$ cat src/rtl/imu_tilt_angle_estimator_macros.svh
// Assertion macros for the tilt angle estimator.
// Included by the files that assert; expects clk and arst_n in scope.
`ifndef IMU_TILT_ANGLE_ESTIMATOR_MACROS_SVH
`define IMU_TILT_ANGLE_ESTIMATOR_MACROS_SVH

// same-cycle implication, checked out of reset
`define ITAE_ASSERT_IMPL(name, ante, cons, msg) \
	name: assert property (@(posedge clk) disable iff (!arst_n) (ante) |-> (cons)) \
		else $error(msg);

// next-cycle implication, checked out of reset
`define ITAE_ASSERT_NEXT(name, ante, cons, msg) \
	name: assert property (@(posedge clk) disable iff (!arst_n) (ante) |=> (cons)) \
		else $error(msg);

`endif

$ cat src/rtl/itae_pkg.sv
// Shared types and constants for the tilt angle estimator.
// No dependencies; used by itae_cfg and the top level.
`default_nettype none

package itae_pkg;

	localparam int SAMPLE_WIDTH_DEF = 16;
	localparam int CFG_IDX_W = 3;
	localparam int CFG_DATA_W = 16;
	localparam int OUT_W = 10;
	localparam int OUT_TDW = 16;

	// register map
	typedef enum logic [CFG_IDX_W-1:0] {
		REG_ACCEL_ALPHA    = 3'd0,
		REG_GYRO_LP_ALPHA  = 3'd1,
		REG_GYRO_HP_ALPHA  = 3'd2,
		REG_ACCEL_X_OFFSET = 3'd3,
		REG_ACCEL_Z_OFFSET = 3'd4,
		REG_GYRO_OFFSET    = 3'd5,
		REG_TIMESTEP_SCALE = 3'd6
	} reg_idx_t;

	typedef struct packed {
		logic [15:0]        accel_alpha;
		logic [15:0]        gyro_lowpass_alpha;
		logic [15:0]        gyro_highpass_alpha;
		logic signed [9:0]  accel_x_offset;
		logic signed [9:0]  accel_z_offset;
		logic signed [9:0]  gyro_offset;
		logic [15:0]        timestep_scale;
	} cfg_t;

	localparam logic [15:0]       ACCEL_ALPHA_RST    = 16'd27853;
	localparam logic [15:0]       GYRO_LP_ALPHA_RST  = 16'd31130;
	localparam logic [15:0]       GYRO_HP_ALPHA_RST  = 16'd16384;
	localparam logic signed [9:0] ACCEL_X_OFFSET_RST = -10'sd136;
	localparam logic signed [9:0] ACCEL_Z_OFFSET_RST = 10'sd39;
	localparam logic signed [9:0] GYRO_OFFSET_RST    = -10'sd121;
	localparam logic [15:0]       TIMESTEP_SCALE_RST = 16'd655;

	// 57.30^2 scaled by 100: angle n fits when 100*n^2*(x^2+z^2) <= GAIN_SQ*x^2
	localparam logic [19:0] GAIN_SQ = 20'd328329;
	localparam logic [5:0]  ANGLE_MAX = 6'd57;

	typedef logic [19:0] ktab_t [64];

	function automatic ktab_t build_ktab();
		ktab_t t;
		for (int i = 0; i < 64; i++) begin
			t[i] = 20'(100 * i * i);
		end
		return t;
	endfunction

	// 100*n^2 for every search candidate
	localparam ktab_t K_TABLE = build_ktab();

endpackage

`default_nettype wire

$ cat src/rtl/imu_tilt_angle_estimator.sv
// Tilt angle estimator: sequencer and datapath around one shared multiplier.
// Depends on itae_pkg, itae_cfg, itae_mul and imu_tilt_angle_estimator_macros.svh.
//
//   channel   | dir | tdata (low bit up)                  | tuser
//   s_axis    | in  | accel_x, accel_z, gyro_y            | timestep_done
//   m_axis    | out | tilt_angle, zero pad to 16 bits     | -
//   cfg       | in  | cfg_index selects, cfg_data written | -
//
// An accepted beat yields one result beat; the angle search is skipped when both filtered
// accel values are zero. s_axis_tready stays low while a beat is in work and rises together
// with the result, so the next beat can be accepted in the same cycle as the result shows.
// Every product goes through the one registered multiplier: six low-pass products,
// the high-pass product, two squares, two halves of the gain product, the gyro term,
// then a 6-step binary search for the angle at two products and one compare per step.
// Reset clears the filter state and the output beat; a stalled m_axis holds the
// finished beat and the sequencer waits in its last step.
`default_nettype none
`include "imu_tilt_angle_estimator_macros.svh"

module imu_tilt_angle_estimator #(
	parameter int SAMPLE_WIDTH = itae_pkg::SAMPLE_WIDTH_DEF
) (
	input  logic                                 clk,
	input  logic                                 arst_n,
	input  logic                                 cfg_wr_en,
	input  logic [itae_pkg::CFG_IDX_W-1:0]       cfg_index,
	input  logic [itae_pkg::CFG_DATA_W-1:0]      cfg_data,
	input  logic                                 s_axis_tvalid,
	output logic                                 s_axis_tready,
	// accel_x, accel_z, gyro_y from bit 0 up, zero pad to whole bytes
	input  logic [((3*SAMPLE_WIDTH+7)/8)*8-1:0]  s_axis_tdata,
	// timestep_done
	input  logic                                 s_axis_tuser,
	output logic                                 m_axis_tvalid,
	input  logic                                 m_axis_tready,
	// tilt_angle in bits 9:0, zeros above
	output logic [itae_pkg::OUT_TDW-1:0]         m_axis_tdata
);
	import itae_pkg::*;

	localparam int SW = SAMPLE_WIDTH;
	localparam int AW = SW + 2;
	localparam int BW = (SW + 1 > 20) ? SW + 1 : 20;
	localparam int PW = AW + BW;
	localparam int LW = SW + 18;
	localparam int GW = SW + 17;
	localparam int NW = SW + 18;
	localparam int CW = 2 * SW + 20;

	localparam logic signed [SW+3:0] SMAX = {5'b00000, {(SW-1){1'b1}}};
	localparam logic signed [SW+3:0] SMIN = {5'b11111, {(SW-1){1'b0}}};
	localparam logic signed [SW+1:0] AMAX = (SW+2)'(511);
	localparam logic signed [SW+1:0] AMIN = (SW+2)'(-512);

	typedef enum logic [17:0] {
		ST_IDLE    = 18'h00001,
		ST_LPX0    = 18'h00002,
		ST_LPX1    = 18'h00004,
		ST_LPX2    = 18'h00008,
		ST_LPZ1    = 18'h00010,
		ST_LPZ2    = 18'h00020,
		ST_LPG1    = 18'h00040,
		ST_LPG2    = 18'h00080,
		ST_HP      = 18'h00100,
		ST_SQZ     = 18'h00200,
		ST_SUM     = 18'h00400,
		ST_NLO     = 18'h00800,
		ST_NHI     = 18'h01000,
		ST_GT      = 18'h02000,
		ST_TRY_LO  = 18'h04000,
		ST_TRY_HI  = 18'h08000,
		ST_TRY_CMP = 18'h10000,
		ST_FINISH  = 18'h20000
	} state_t;

	state_t state_q;
	cfg_t   regs;

	logic signed [SW-1:0] rx_q, rz_q, rg_q;
	logic                 tick_q;
	logic signed [SW-1:0] xf_q, zf_q, gf_q, gprev_q, g_q;
	logic signed [LW-1:0] t_q;
	logic [2*SW-1:0]      sq_q, s_q;
	logic [CW-1:0]        n_q, lo_q;
	logic signed [GW-1:0] gt_q;
	logic [5:0]           m_q;
	logic [2:0]           bit_q;
	logic [OUT_W-1:0]     out_q;
	logic                 out_valid_q;

	logic signed [AW-1:0] mul_a;
	logic signed [BW-1:0] mul_b;
	logic signed [PW-1:0] prod;
	logic [CW-1:0]        prod_u;

	logic signed [16:0]   oma_accel, oma_gyro;
	logic signed [SW:0]   abs_x, abs_z;
	logic [5:0]           cand;
	logic [19:0]          kval;

	logic signed [LW-1:0] t_add, lp_sum, lp_bias, lp_shr;
	logic signed [SW+3:0] lp_off, lp_res;
	logic signed [SW-1:0] lp_sat;

	logic [CW-1:0]        lhs;
	logic                 fits;

	logic                 accel_zero;
	logic signed [6:0]    m_signed;
	logic signed [NW-1:0] num, num_bias, num_shr;
	logic signed [SW+1:0] ang;
	logic [OUT_W-1:0]     ang_sat;
	logic                 out_free;
	logic                 s_beat;
	logic                 finish_go;

	itae_cfg u_cfg (
		.clk       (clk),
		.arst_n    (arst_n),
		.cfg_wr_en (cfg_wr_en),
		.cfg_index (cfg_index),
		.cfg_data  (cfg_data),
		.regs      (regs)
	);

	itae_mul #(.AW(AW), .BW(BW)) u_mul (
		.clk  (clk),
		.a    (mul_a),
		.b    (mul_b),
		.prod (prod)
	);

	assign s_axis_tready = (state_q == ST_IDLE);
	assign m_axis_tvalid = out_valid_q;
	assign m_axis_tdata  = OUT_TDW'(out_q);
	assign out_free      = !out_valid_q || m_axis_tready;
	assign s_beat        = s_axis_tvalid && s_axis_tready;
	assign finish_go     = (state_q == ST_FINISH) && out_free;

	assign oma_accel = 17'sd32768 - $signed({1'b0, regs.accel_alpha});
	assign oma_gyro  = 17'sd32768 - $signed({1'b0, regs.gyro_lowpass_alpha});
	assign abs_x     = xf_q[SW-1] ? -(SW+1)'(xf_q) : (SW+1)'(xf_q);
	assign abs_z     = zf_q[SW-1] ? -(SW+1)'(zf_q) : (SW+1)'(zf_q);
	assign cand      = m_q | (6'd1 << bit_q);
	assign kval      = K_TABLE[cand];
	assign prod_u    = CW'(prod[PW-2:0]);

	// operand select for the shared multiplier
	always_comb begin
		mul_a = '0;
		mul_b = '0;
		case (state_q)
			ST_LPX0: begin mul_a = AW'(rx_q); mul_b = BW'(regs.accel_alpha); end
			ST_LPX1: begin mul_a = AW'(xf_q); mul_b = BW'(oma_accel); end
			ST_LPX2: begin mul_a = AW'(rz_q); mul_b = BW'(regs.accel_alpha); end
			ST_LPZ1: begin mul_a = AW'(zf_q); mul_b = BW'(oma_accel); end
			ST_LPZ2: begin mul_a = AW'(rg_q); mul_b = BW'(regs.gyro_lowpass_alpha); end
			ST_LPG1: begin mul_a = AW'(gf_q); mul_b = BW'(oma_gyro); end
			ST_LPG2: begin mul_a = AW'(abs_x); mul_b = BW'(abs_x); end
			ST_HP: begin
				mul_a = AW'(g_q) + AW'(rg_q) - AW'(gprev_q);
				mul_b = BW'(regs.gyro_highpass_alpha);
			end
			ST_SQZ:    begin mul_a = AW'(abs_z); mul_b = BW'(abs_z); end
			ST_SUM:    begin mul_a = AW'(sq_q[SW-1:0]); mul_b = BW'(GAIN_SQ); end
			ST_NLO:    begin mul_a = AW'(sq_q[2*SW-1:SW]); mul_b = BW'(GAIN_SQ); end
			ST_NHI:    begin mul_a = AW'(gf_q); mul_b = BW'(regs.timestep_scale); end
			ST_GT:     begin mul_a = AW'(s_q[SW-1:0]); mul_b = BW'(kval); end
			ST_TRY_LO: begin mul_a = AW'(s_q[SW-1:0]); mul_b = BW'(kval); end
			ST_TRY_HI: begin mul_a = AW'(s_q[2*SW-1:SW]); mul_b = BW'(kval); end
			default: ;
		endcase
	end

	// filter finish: sum, divide by 2^15 toward zero, add offset, saturate
	always_comb begin
		t_add   = (state_q == ST_SQZ) ? '0 : t_q;
		lp_sum  = t_add + $signed(prod[LW-1:0]);
		lp_bias = lp_sum + (lp_sum[LW-1] ? LW'(32767) : LW'(0));
		lp_shr  = lp_bias >>> 15;
		case (state_q)
			ST_LPX2: lp_off = (SW+4)'(regs.accel_x_offset);
			ST_LPZ2: lp_off = (SW+4)'(regs.accel_z_offset);
			ST_LPG2: lp_off = (SW+4)'(regs.gyro_offset);
			default: lp_off = '0;
		endcase
		lp_res = $signed(lp_shr[SW+3:0]) + lp_off;
		if (lp_res > SMAX) begin
			lp_sat = SMAX[SW-1:0];
		end else if (lp_res < SMIN) begin
			lp_sat = SMIN[SW-1:0];
		end else begin
			lp_sat = lp_res[SW-1:0];
		end
	end

	assign lhs  = lo_q + (prod_u << SW);
	assign fits = (cand <= ANGLE_MAX) && (lhs <= n_q);

	// angle: signed search result, plus gyro term on tick, toward zero, saturated
	always_comb begin
		accel_zero = (xf_q == '0) && (zf_q == '0);
		m_signed   = xf_q[SW-1] ? -$signed({1'b0, m_q}) : $signed({1'b0, m_q});
		num        = (NW'(m_signed) <<< 16) + NW'(gt_q);
		num_bias   = num + (num[NW-1] ? NW'(65535) : NW'(0));
		num_shr    = num_bias >>> 16;
		ang        = tick_q ? num_shr[SW+1:0] : (SW+2)'(m_signed);
		if (accel_zero) begin
			ang_sat = '0;
		end else if (ang > AMAX) begin
			ang_sat = AMAX[OUT_W-1:0];
		end else if (ang < AMIN) begin
			ang_sat = AMIN[OUT_W-1:0];
		end else begin
			ang_sat = ang[OUT_W-1:0];
		end
	end

	always_ff @(posedge clk or negedge arst_n) begin
		if (!arst_n) begin
			state_q     <= ST_IDLE;
			out_valid_q <= 1'b0;
			xf_q        <= '0;
			zf_q        <= '0;
			gf_q        <= '0;
			gprev_q     <= '0;
		end else begin
			// a new beat replaces the one taken in the same cycle
			if (finish_go) begin
				out_valid_q <= 1'b1;
			end else if (m_axis_tvalid && m_axis_tready) begin
				out_valid_q <= 1'b0;
			end
			case (state_q)
				ST_IDLE: if (s_axis_tvalid) begin
					state_q <= ST_LPX0;
				end
				ST_LPX0: state_q <= ST_LPX1;
				ST_LPX1: state_q <= ST_LPX2;
				ST_LPX2: begin
					xf_q    <= lp_sat;
					state_q <= ST_LPZ1;
				end
				ST_LPZ1: state_q <= ST_LPZ2;
				ST_LPZ2: begin
					zf_q    <= lp_sat;
					state_q <= ST_LPG1;
				end
				ST_LPG1: state_q <= ST_LPG2;
				ST_LPG2: state_q <= ST_HP;
				ST_HP:   state_q <= ST_SQZ;
				ST_SQZ: begin
					gf_q    <= lp_sat;
					gprev_q <= rg_q;
					state_q <= ST_SUM;
				end
				ST_SUM: state_q <= ST_NLO;
				ST_NLO: state_q <= ST_NHI;
				ST_NHI: state_q <= ST_GT;
				ST_GT:  state_q <= accel_zero ? ST_FINISH : ST_TRY_HI;
				ST_TRY_LO: state_q <= ST_TRY_HI;
				ST_TRY_HI: state_q <= ST_TRY_CMP;
				ST_TRY_CMP: state_q <= (bit_q == 3'd0) ? ST_FINISH : ST_TRY_LO;
				ST_FINISH: if (out_free) begin
					state_q <= ST_IDLE;
				end
				default: state_q <= ST_IDLE;
			endcase
		end
	end

	always_ff @(posedge clk) begin
		case (state_q)
			ST_IDLE: if (s_axis_tvalid) begin
				rx_q   <= s_axis_tdata[SW-1:0];
				rz_q   <= s_axis_tdata[2*SW-1:SW];
				rg_q   <= s_axis_tdata[3*SW-1:2*SW];
				tick_q <= s_axis_tuser;
				m_q    <= '0;
				bit_q  <= 3'd5;
			end
			ST_LPX1, ST_LPZ1, ST_LPG1: t_q <= $signed(prod[LW-1:0]);
			ST_LPG2: g_q <= lp_sat;
			ST_HP:   sq_q <= prod[2*SW-1:0];
			ST_SUM:  s_q <= sq_q + prod[2*SW-1:0];
			ST_NLO:  n_q <= prod_u;
			ST_NHI:  n_q <= n_q + (prod_u << SW);
			ST_GT:   gt_q <= $signed(prod[GW-1:0]);
			ST_TRY_HI: lo_q <= prod_u;
			ST_TRY_CMP: begin
				// keep the candidate bit when the angle still fits
				if (fits) begin
					m_q <= cand;
				end
				bit_q <= bit_q - 3'd1;
			end
			ST_FINISH: if (out_free) begin
				out_q <= ang_sat;
			end
			default: ;
		endcase
	end

	`ITAE_ASSERT_NEXT(a_accept_starts, s_beat, state_q == ST_LPX0, "beat not started")
	`ITAE_ASSERT_IMPL(a_search_bound, state_q == ST_FINISH, m_q <= ANGLE_MAX, "search past limit")
	`ITAE_ASSERT_NEXT(a_finish_emits, finish_go, m_axis_tvalid && s_axis_tready, "beat not shown")
	`ITAE_ASSERT_NEXT(a_zero_accel, finish_go && accel_zero, m_axis_tdata == '0, "angle not zero")

endmodule

`default_nettype wire

$ cat src/rtl/itae_cfg.sv
// Configuration register file of the tilt angle estimator.
// Depends on itae_pkg for the register map, reset values and cfg_t.
`default_nettype none

module itae_cfg (
	input  logic                             clk,
	input  logic                             arst_n,
	input  logic                             cfg_wr_en,
	input  logic [itae_pkg::CFG_IDX_W-1:0]   cfg_index,
	input  logic [itae_pkg::CFG_DATA_W-1:0]  cfg_data,
	output itae_pkg::cfg_t                   regs
);
	import itae_pkg::*;

	cfg_t regs_q;

	always_ff @(posedge clk or negedge arst_n) begin
		if (!arst_n) begin
			regs_q.accel_alpha         <= ACCEL_ALPHA_RST;
			regs_q.gyro_lowpass_alpha  <= GYRO_LP_ALPHA_RST;
			regs_q.gyro_highpass_alpha <= GYRO_HP_ALPHA_RST;
			regs_q.accel_x_offset      <= ACCEL_X_OFFSET_RST;
			regs_q.accel_z_offset      <= ACCEL_Z_OFFSET_RST;
			regs_q.gyro_offset         <= GYRO_OFFSET_RST;
			regs_q.timestep_scale      <= TIMESTEP_SCALE_RST;
		end else if (cfg_wr_en) begin
			case (reg_idx_t'(cfg_index))
				REG_ACCEL_ALPHA:    regs_q.accel_alpha         <= cfg_data[15:0];
				REG_GYRO_LP_ALPHA:  regs_q.gyro_lowpass_alpha  <= cfg_data[15:0];
				REG_GYRO_HP_ALPHA:  regs_q.gyro_highpass_alpha <= cfg_data[15:0];
				REG_ACCEL_X_OFFSET: regs_q.accel_x_offset      <= cfg_data[9:0];
				REG_ACCEL_Z_OFFSET: regs_q.accel_z_offset      <= cfg_data[9:0];
				REG_GYRO_OFFSET:    regs_q.gyro_offset         <= cfg_data[9:0];
				REG_TIMESTEP_SCALE: regs_q.timestep_scale      <= cfg_data[15:0];
				default: ; // drop writes beyond the map
			endcase
		end
	end

	assign regs = regs_q;

endmodule

`default_nettype wire

$ cat src/rtl/itae_mul.sv
// Shared signed multiplier with a registered product.
// Stand-alone; instantiated once by the top level.
`default_nettype none

module itae_mul #(
	parameter int AW = 18,
	parameter int BW = 20
) (
	input  logic                    clk,
	input  logic signed [AW-1:0]    a,
	input  logic signed [BW-1:0]    b,
	output logic signed [AW+BW-1:0] prod
);

	logic signed [AW+BW-1:0] prod_q;

	always_ff @(posedge clk) begin
		prod_q <= a * b;
	end

	assign prod = prod_q;

endmodule

`default_nettype wire
$ cat config.mk
export PLATFORM = sky130hd
export DESIGN_NAME = imu_tilt_angle_estimator
export DESIGN_NICKNAME = d
export VERILOG_FILES = /design/src/rtl/itae_pkg.sv /design/src/rtl/imu_tilt_angle_estimator.sv /design/src/rtl/itae_cfg.sv /design/src/rtl/itae_mul.sv
export VERILOG_INCLUDE_DIRS = /design/src /design/src/rtl
export SDC_FILE = /design/constraint.sdc
export NUM_CORES = 2
export LEC_CHECK = 0
export BUFFER_PORTS_ARGS = -buffer_cell sky130_fd_sc_hd__buf_2
export CORE_UTILIZATION = 46
export DETAILED_ROUTE_END_ITERATION = 16
export GPL_TIMING_DRIVEN = 0
export PLACE_DENSITY_LB_ADDON = 0.3
export SLEW_MARGIN = 20
export SYNTH_ARGS = -nofsm -noshare
export SYNTH_HDL_FRONTEND = slang
export SYNTH_HIERARCHICAL = 1
export SYNTH_SLANG_ARGS = --single-unit
$ cat constraint.sdc
create_clock -name clk -period 9.8 [get_ports clk]
set_clock_uncertainty 0.1 [all_clocks]
set_input_delay 1.96 -clock clk [delete_from_list [all_inputs] [get_ports clk]]
set_output_delay 1.96 -clock clk [all_outputs]
set_load 0.01 [all_outputs]
---- Word level (Yosys, flattened, before mapping) ----
Memories as Yosys holds them, arrays and structs flattened.
Cells that the tools add are included.
storage, ports and cells
  word-level logic and storage cells ...... 146
  memories ................................ 1
  register bits after elaboration ......... 518
  bits of input ports ..................... 73
  bits in read-only memories .............. 1280
  output and inout bits ................... 18
memory list
  memory           words  width  rd ports  clocked after Yosys merged registers in  write ports  RTL line                         RTL
  (no name shown)  64     20     1         0                                        0            imu_tilt_angle_estimator.sv:145  assign kval = K_TABLE[cand];
operators by class
  equal/unequal tests ..................... 27
  $lt $le $gt $ge ......................... 7
  reduce and logical (&&, ||, !) cells .... 33
  muxes and demuxes ....................... 29
  multiply operators ...................... 1
  bitwise operators ....................... 2
  shift-type cells ........................ 1
  add/subtract/negate cells ............... 16
operators with widths
  cell                                                number
  one-hot mux 18 bit (18 select lines)                1
  one-hot mux 18 bit (13 select lines)                1
  one-hot mux 20 bit (10 select lines)                1
  one-hot mux 52 bit (2 select lines)                 1
  two-way mux 18 bit                                  5
  one-hot mux 20 bit (3 select lines)                 1
  adder 37 x 52 -> 52 bit                             1
  adder 52 bit                                        1
  <= comparator 52 bit                                1
  two-way mux 16 bit                                  3
  two-way mux 20 bit                                  2
  multiplier 18 x 20 -> 37 bit                        1
  adder 23 x 33 -> 34 bit                             1
  adder 34 x 16 -> 34 bit                             1
  adder 34 x 17 -> 34 bit                             1
  adder 34 bit                                        1
  two-way mux 17 bit                                  2
  two-way mux 34 bit                                  1
  negation 16 -> 17 bit                               2
  subtractor 16 x 16 -> 17 bit, first input constant  2
  adder 32 bit                                        1
  logical NOT 16 bit                                  2
  AND reduction 2 bit                                 11
  adder 19 x 20 -> 20 bit                             1
  52 further kinds                                    71

---- Depth between registers and ports, before layout ----
  depth after elaboration ................. 9
  depth in mapped cells ................... 42
  mapped depth without buffers ............ 37

---- Cells and area by module ----
The synthesis kept the hierarchy.
modules (own cells, without submodules)
  module                    cells an instance  times used  area each (um^2)  sequential area each (um^2)
  imu_tilt_angle_estimator  3071               1           29136.7           11207.0
  itae_mul                  1531               1           14156.1           760.7
  itae_cfg                  204                1           3614.7            2403.6

---- Worst setup path before layout ----
No wires, ideal clock.
  kind .................................... reg2reg
  start ................................... register state_q[3]
  end ..................................... register g_q[4] (data pin)
  library setup time ...................... 261 ps
  path buffers ............................ 4
  period minus slack after synthesis ...... 9491 ps
  data arrival time ....................... 9131 ps
  cell stages (with the launch flop) ...... 38
  path slack .............................. 309 ps
  data required time ...................... 9439 ps
  path through ............................ dfrtp_1 -> nor4_1 -> nand3_1 -> or2_2 -> clkbuf_1 -> clkbuf_1 -> clkbuf_1 -> and2_1 -> ha_1 -> a211o_1 -> or3_1 -> o211ai_1 -> o41a_2 -> o211ai_1 -> a211oi_1 -> a21o_1 -> ha_1 -> a21oi_1 -> [2 not listed] -> or3_1 -> o41a_1 -> and4_1 -> a211oi_1 -> o21ai_1 -> and4b_1 -> xor2_1 -> ha_1 -> or4_1 -> o2111ai_1 -> a21oi_1 -> nand3b_1 -> a221oi_1 -> xnor2_1 -> o41a_1 -> clkbuf_1 -> a21oi_1 -> inv_1
between the ends
  longest elaborated chain between the ends .. 9
  elaborated cells between the ends (all ways) .. 14
  classes of those cells .................. add/sub (3); order compare (2); eq/ne (4); mux (5)
RTL lines
  item                            RTL line                         RTL
  start, declared                 imu_tilt_angle_estimator.sv:76   state_t state_q;
  start signal, assigned          imu_tilt_angle_estimator.sv:260  ST_GT: state_q <= accel_zero ? ST_FINISH : ST_TRY_HI;
  start signal, assigned          imu_tilt_angle_estimator.sv:263  ST_TRY_CMP: state_q <= (bit_q == 3'd0) ? ST_FINISH : ST_TRY_LO;
  equality test 18 x 10 -> 1 bit  imu_tilt_angle_estimator.sv:177  t_add = (state_q == ST_SQZ) ? '0 : t_q;
  two-way mux 34 bit              imu_tilt_angle_estimator.sv:177
  adder 34 bit                    imu_tilt_angle_estimator.sv:178  lp_sum = t_add + $signed(prod[LW-1:0]);
  two-way mux 15 bit              imu_tilt_angle_estimator.sv:179  lp_bias = lp_sum + (lp_sum[LW-1] ? LW'(32767) : LW'(0));
  adder 34 x 16 -> 34 bit         imu_tilt_angle_estimator.sv:179
  adder 19 x 20 -> 20 bit (*)     imu_tilt_angle_estimator.sv:187  lp_res = $signed(lp_shr[SW+3:0]) + lp_off;
  < comparator 20 x 16 -> 1 bit   imu_tilt_angle_estimator.sv:190  end else if (lp_res < SMIN) begin
  two-way mux 16 bit              imu_tilt_angle_estimator.sv:190
  two-way mux 16 bit (*)          imu_tilt_angle_estimator.sv:188  if (lp_res > SMAX) begin
  named net lp_sat[4]             imu_tilt_angle_estimator.sv:103  logic signed [SW-1:0] lp_sat;
  end signal, assigned            imu_tilt_angle_estimator.sv:283  ST_LPG2: g_q <= lp_sat;
  end, declared                   imu_tilt_angle_estimator.sv:81   logic signed [SW-1:0] xf_q, zf_q, gf_q, gprev_q, g_q;
Mark *: on every way through the listed nets, which the timed path passes. The rest lies on a longest branch.
A chain may end at the register's enable or synchronous reset.

---- Final worst setup path ----
  start ................................... register state_q[11]
  end ..................................... register g_q[6] (data pin)
Same word-level chain as after synthesis.

==> summary.md <==
| Metric | Value |
|---|---|
| Status | `finished clean` |
| Fill cells | `9097` |
| Critical path's largest stage delay | `approximately 0.6 ns` |
| Port-buffer cells | `84` |
| Max Buffers Root-to-Sink | `3` |
| Vias in the first global route | `37100` |
| Vias per inst | `roughly 5.9` |
| Clk root buf | `clkbuf_16` |
| Max IR drop VDD | `171 µV` |
| Wirelength, routed | `roughly 150000 µm` |
| Global route overflow | `0` |
| DR iter-0 viols | `roughly 3700` |
| CP max FO | `10` |
| Final Util | `between 50% and 60%` |
| Crit-path slowest cell | `o41a_1` |
| Ant. Diodes | `0` |
| CP Capture Type | `register` |
| Site Rows | `116` |
| Part of the cycle the worst path needs | `99.3%` |
| Final Critical Period | `9.73 ns` |
| Critical path class | `register to register` |
| Ports | `91` |
| CP most frequent cell | `o211ai_1` |
| Post-Syn Instances | `~4800` |
| Multi-input gate area | `roughly 0.030 mm²` |
| Pre-CTS WS | `-2.85 ns` |
| Pleak | `24.0 nW` |
| # clock sinks | `518` |
| Area delta synth->final | `13.0%` |
| Max-cap violations | `0` |
| Synth warnings | `6` |
| Final setup vio count | `0` |
| Num CTS Buffers | `59` |
| Cts-stage hold buffer count | `0` |
| Worst setup SP type | `register` |
| Core Box Area | `between 0.1 and 0.15 mm²` |
| Post-synthesis cell area | `~0.047 mm²` |
| Latest clock arrival within the worst-skew pair | `just under 0.7 ns` |
| Setup TNS | `0 ns` |
| Nets | `5835` |
| Max Fclk | `103 MHz` |
| Initial antenna violation count | `11` |
| WL/cell | `23.3 µm` |
| Cells after DPL | `roughly 6300` |
| Die Ht | `around 320 µm` |
| Share of cells above drive strength 1 | `13.4%` |
| Worst hold slack | `0.385 ns` |
| Total Routing Usage GR | `28.7%` |
| # H-tree levels | `2` |
| Initial Util | `~47%` |
| Die W | `roughly 320 µm` |
| Finished Cell Area | `0.0528 mm²` |
| Largest net degree at the start of global routing | `95` |
| DR pass1 iterations | `9` |
| Final Max Tran Viols | `0` |
| Vias | `~38000` |
| Worst hold path type | `register to register` |
| PnR worst setup slack | `0.0662 ns` |
| Hpwl dp | `113000 µm` |
| Avg Cell Area, Syn | `9.76 µm²` |
| Post-Layout Cell Count | `6419` |
| Clock slew at reported path FFs | `0.07 ns` |
| Drc violations | `0` |
| Tightest Pin Transition | `1.24 ns` |
| Area post-placement | `0.0492 mm²` |
| TritonCTS clock tree | `yes` |
| Slew Limit Headroom | `17.5%` |
| Fin. Hold Viols | `0` |
| First-pass GRT wire length | `222000 µm` |
| Storage element area | `0.0144 mm²` |
| Post-route ant nets | `0` |
| Worst EP arrival | `10.04 ns` |
| Required arrival time at the worst endpoint | `10.11 ns` |
| Cell Pwr Density | `197 mW/mm²` |
| Placer Congestion | `0.978` |
| Die area | `approximately 0.1 mm²` |
| Overall power | `a little over 10 mW` |
[placed cells by master (no fill, tap or decap), drive strengths merged, types with 16 or more instances in the layout]
master / instances
inv: 643
nand2: 395
fa: 383
ha: 366
edfxtp: 304
nor2: 252
and2: 250
a21oi: 242
o21ai: 231
clkbuf: 205
buf: 198
xnor2: 141
dfrtp: 135
mux2: 100
xor2: 92
a21o: 91
nand3: 82
nor3: 65
a222oi: 57
or3: 48
dfstp: 42
nor2b: 42
a31oi: 42
nand4: 40
nand2b: 39
o21a: 38
dfxtp: 37
and3: 36
a211oi: 35
o211ai: 33
o21bai: 22
o31ai: 22
or2: 21
nor4: 20
o22ai: 18
nand3b: 17
clkinv: 17
o2111ai: 16
[power breakdown]
group	internal [mW]	leakage, nW	total (mW)	switching (mW)
Sequential	2.67	5.29	3.13	0.457
Clock	1.46	1.05	2.46	1.00
Combinational	1.90	17.7	4.79	2.89
Total	6.03	24.0	10.4	4.35
[final timing paths]
| kind | depth (start not counted) | end | startpoint | slack, ns |
|---|---|---|---|---|
| max | 41 | g_q[6]$_DFFE_PP_ | state_q[11]$_DFFE_PN0P_ | 0.07 |
| min | 0 | lo_q[36]$_DFFE_PN_ | u_mul/prod[36]$_DFF_P_ | 0.39 |
| max reg2reg | 41 | g_q[6]$_DFFE_PP_ | state_q[11]$_DFFE_PN0P_ | 0.07 |
| min reg2reg | 0 | lo_q[36]$_DFFE_PN_ | u_mul/prod[36]$_DFF_P_ | 0.39 |
| max in group asynchronous | 2 | state_q[0]$_DFFE_PN1P_ | arst_n | 7.44 |
| min in group asynchronous | 1 | u_cfg/regs[21]$_DFFE_PN0P_ | arst_n | 1.22 |
[registers in the layout (all words and copies together) (netlist names), 18 cells and up]
signal	flops
state_q	18
lo_q	37
gt_q	33
u_cfg/regs	94
n_q	52
s_q	32
t_q	34
sq_q	32
u_mul/prod	37
[per-layer routing]
metal  up-vias  global-route usage [%]  share of wire (%)
met5         -                       0                  0
met3       372                    4.34                8.5
met1     18700                    38.5                 41
met2      1651                    45.8                 45
li1      17000                       -                  -
met4         0                    12.9                5.2
[critical path: cells and delay by family (launching register included)]
kind            cells  cell delay, ns
compound gates     20            4.58
simple gates        9            2.05
buf+inv             8            1.19
fa+ha+maj           3            0.90
flops               1            0.45
xor+xnor            1            0.16
[timing repair]
| item | CTS | global route |
|---|---|---|
| resized for setup | 119 | 177 |
| setup buffers | 33 | 34 |
| pin swaps | 28 | 56 |
| gates cloned | 1 | 1 |
| endpoints found under the setup margin | 89 | 81 |
[layout make-up]
class	instances	area share, %
plain buffers	157	1.52
flip-flops and latches	518	27.2
clock inverters	33	0.827
well taps	1357	3.21
inverters	640	4.58
multi-input cells	3468	57.1
clock buffers	77	3.20
repair buffers	169	2.34
Power figures use the tool's default switching activity.
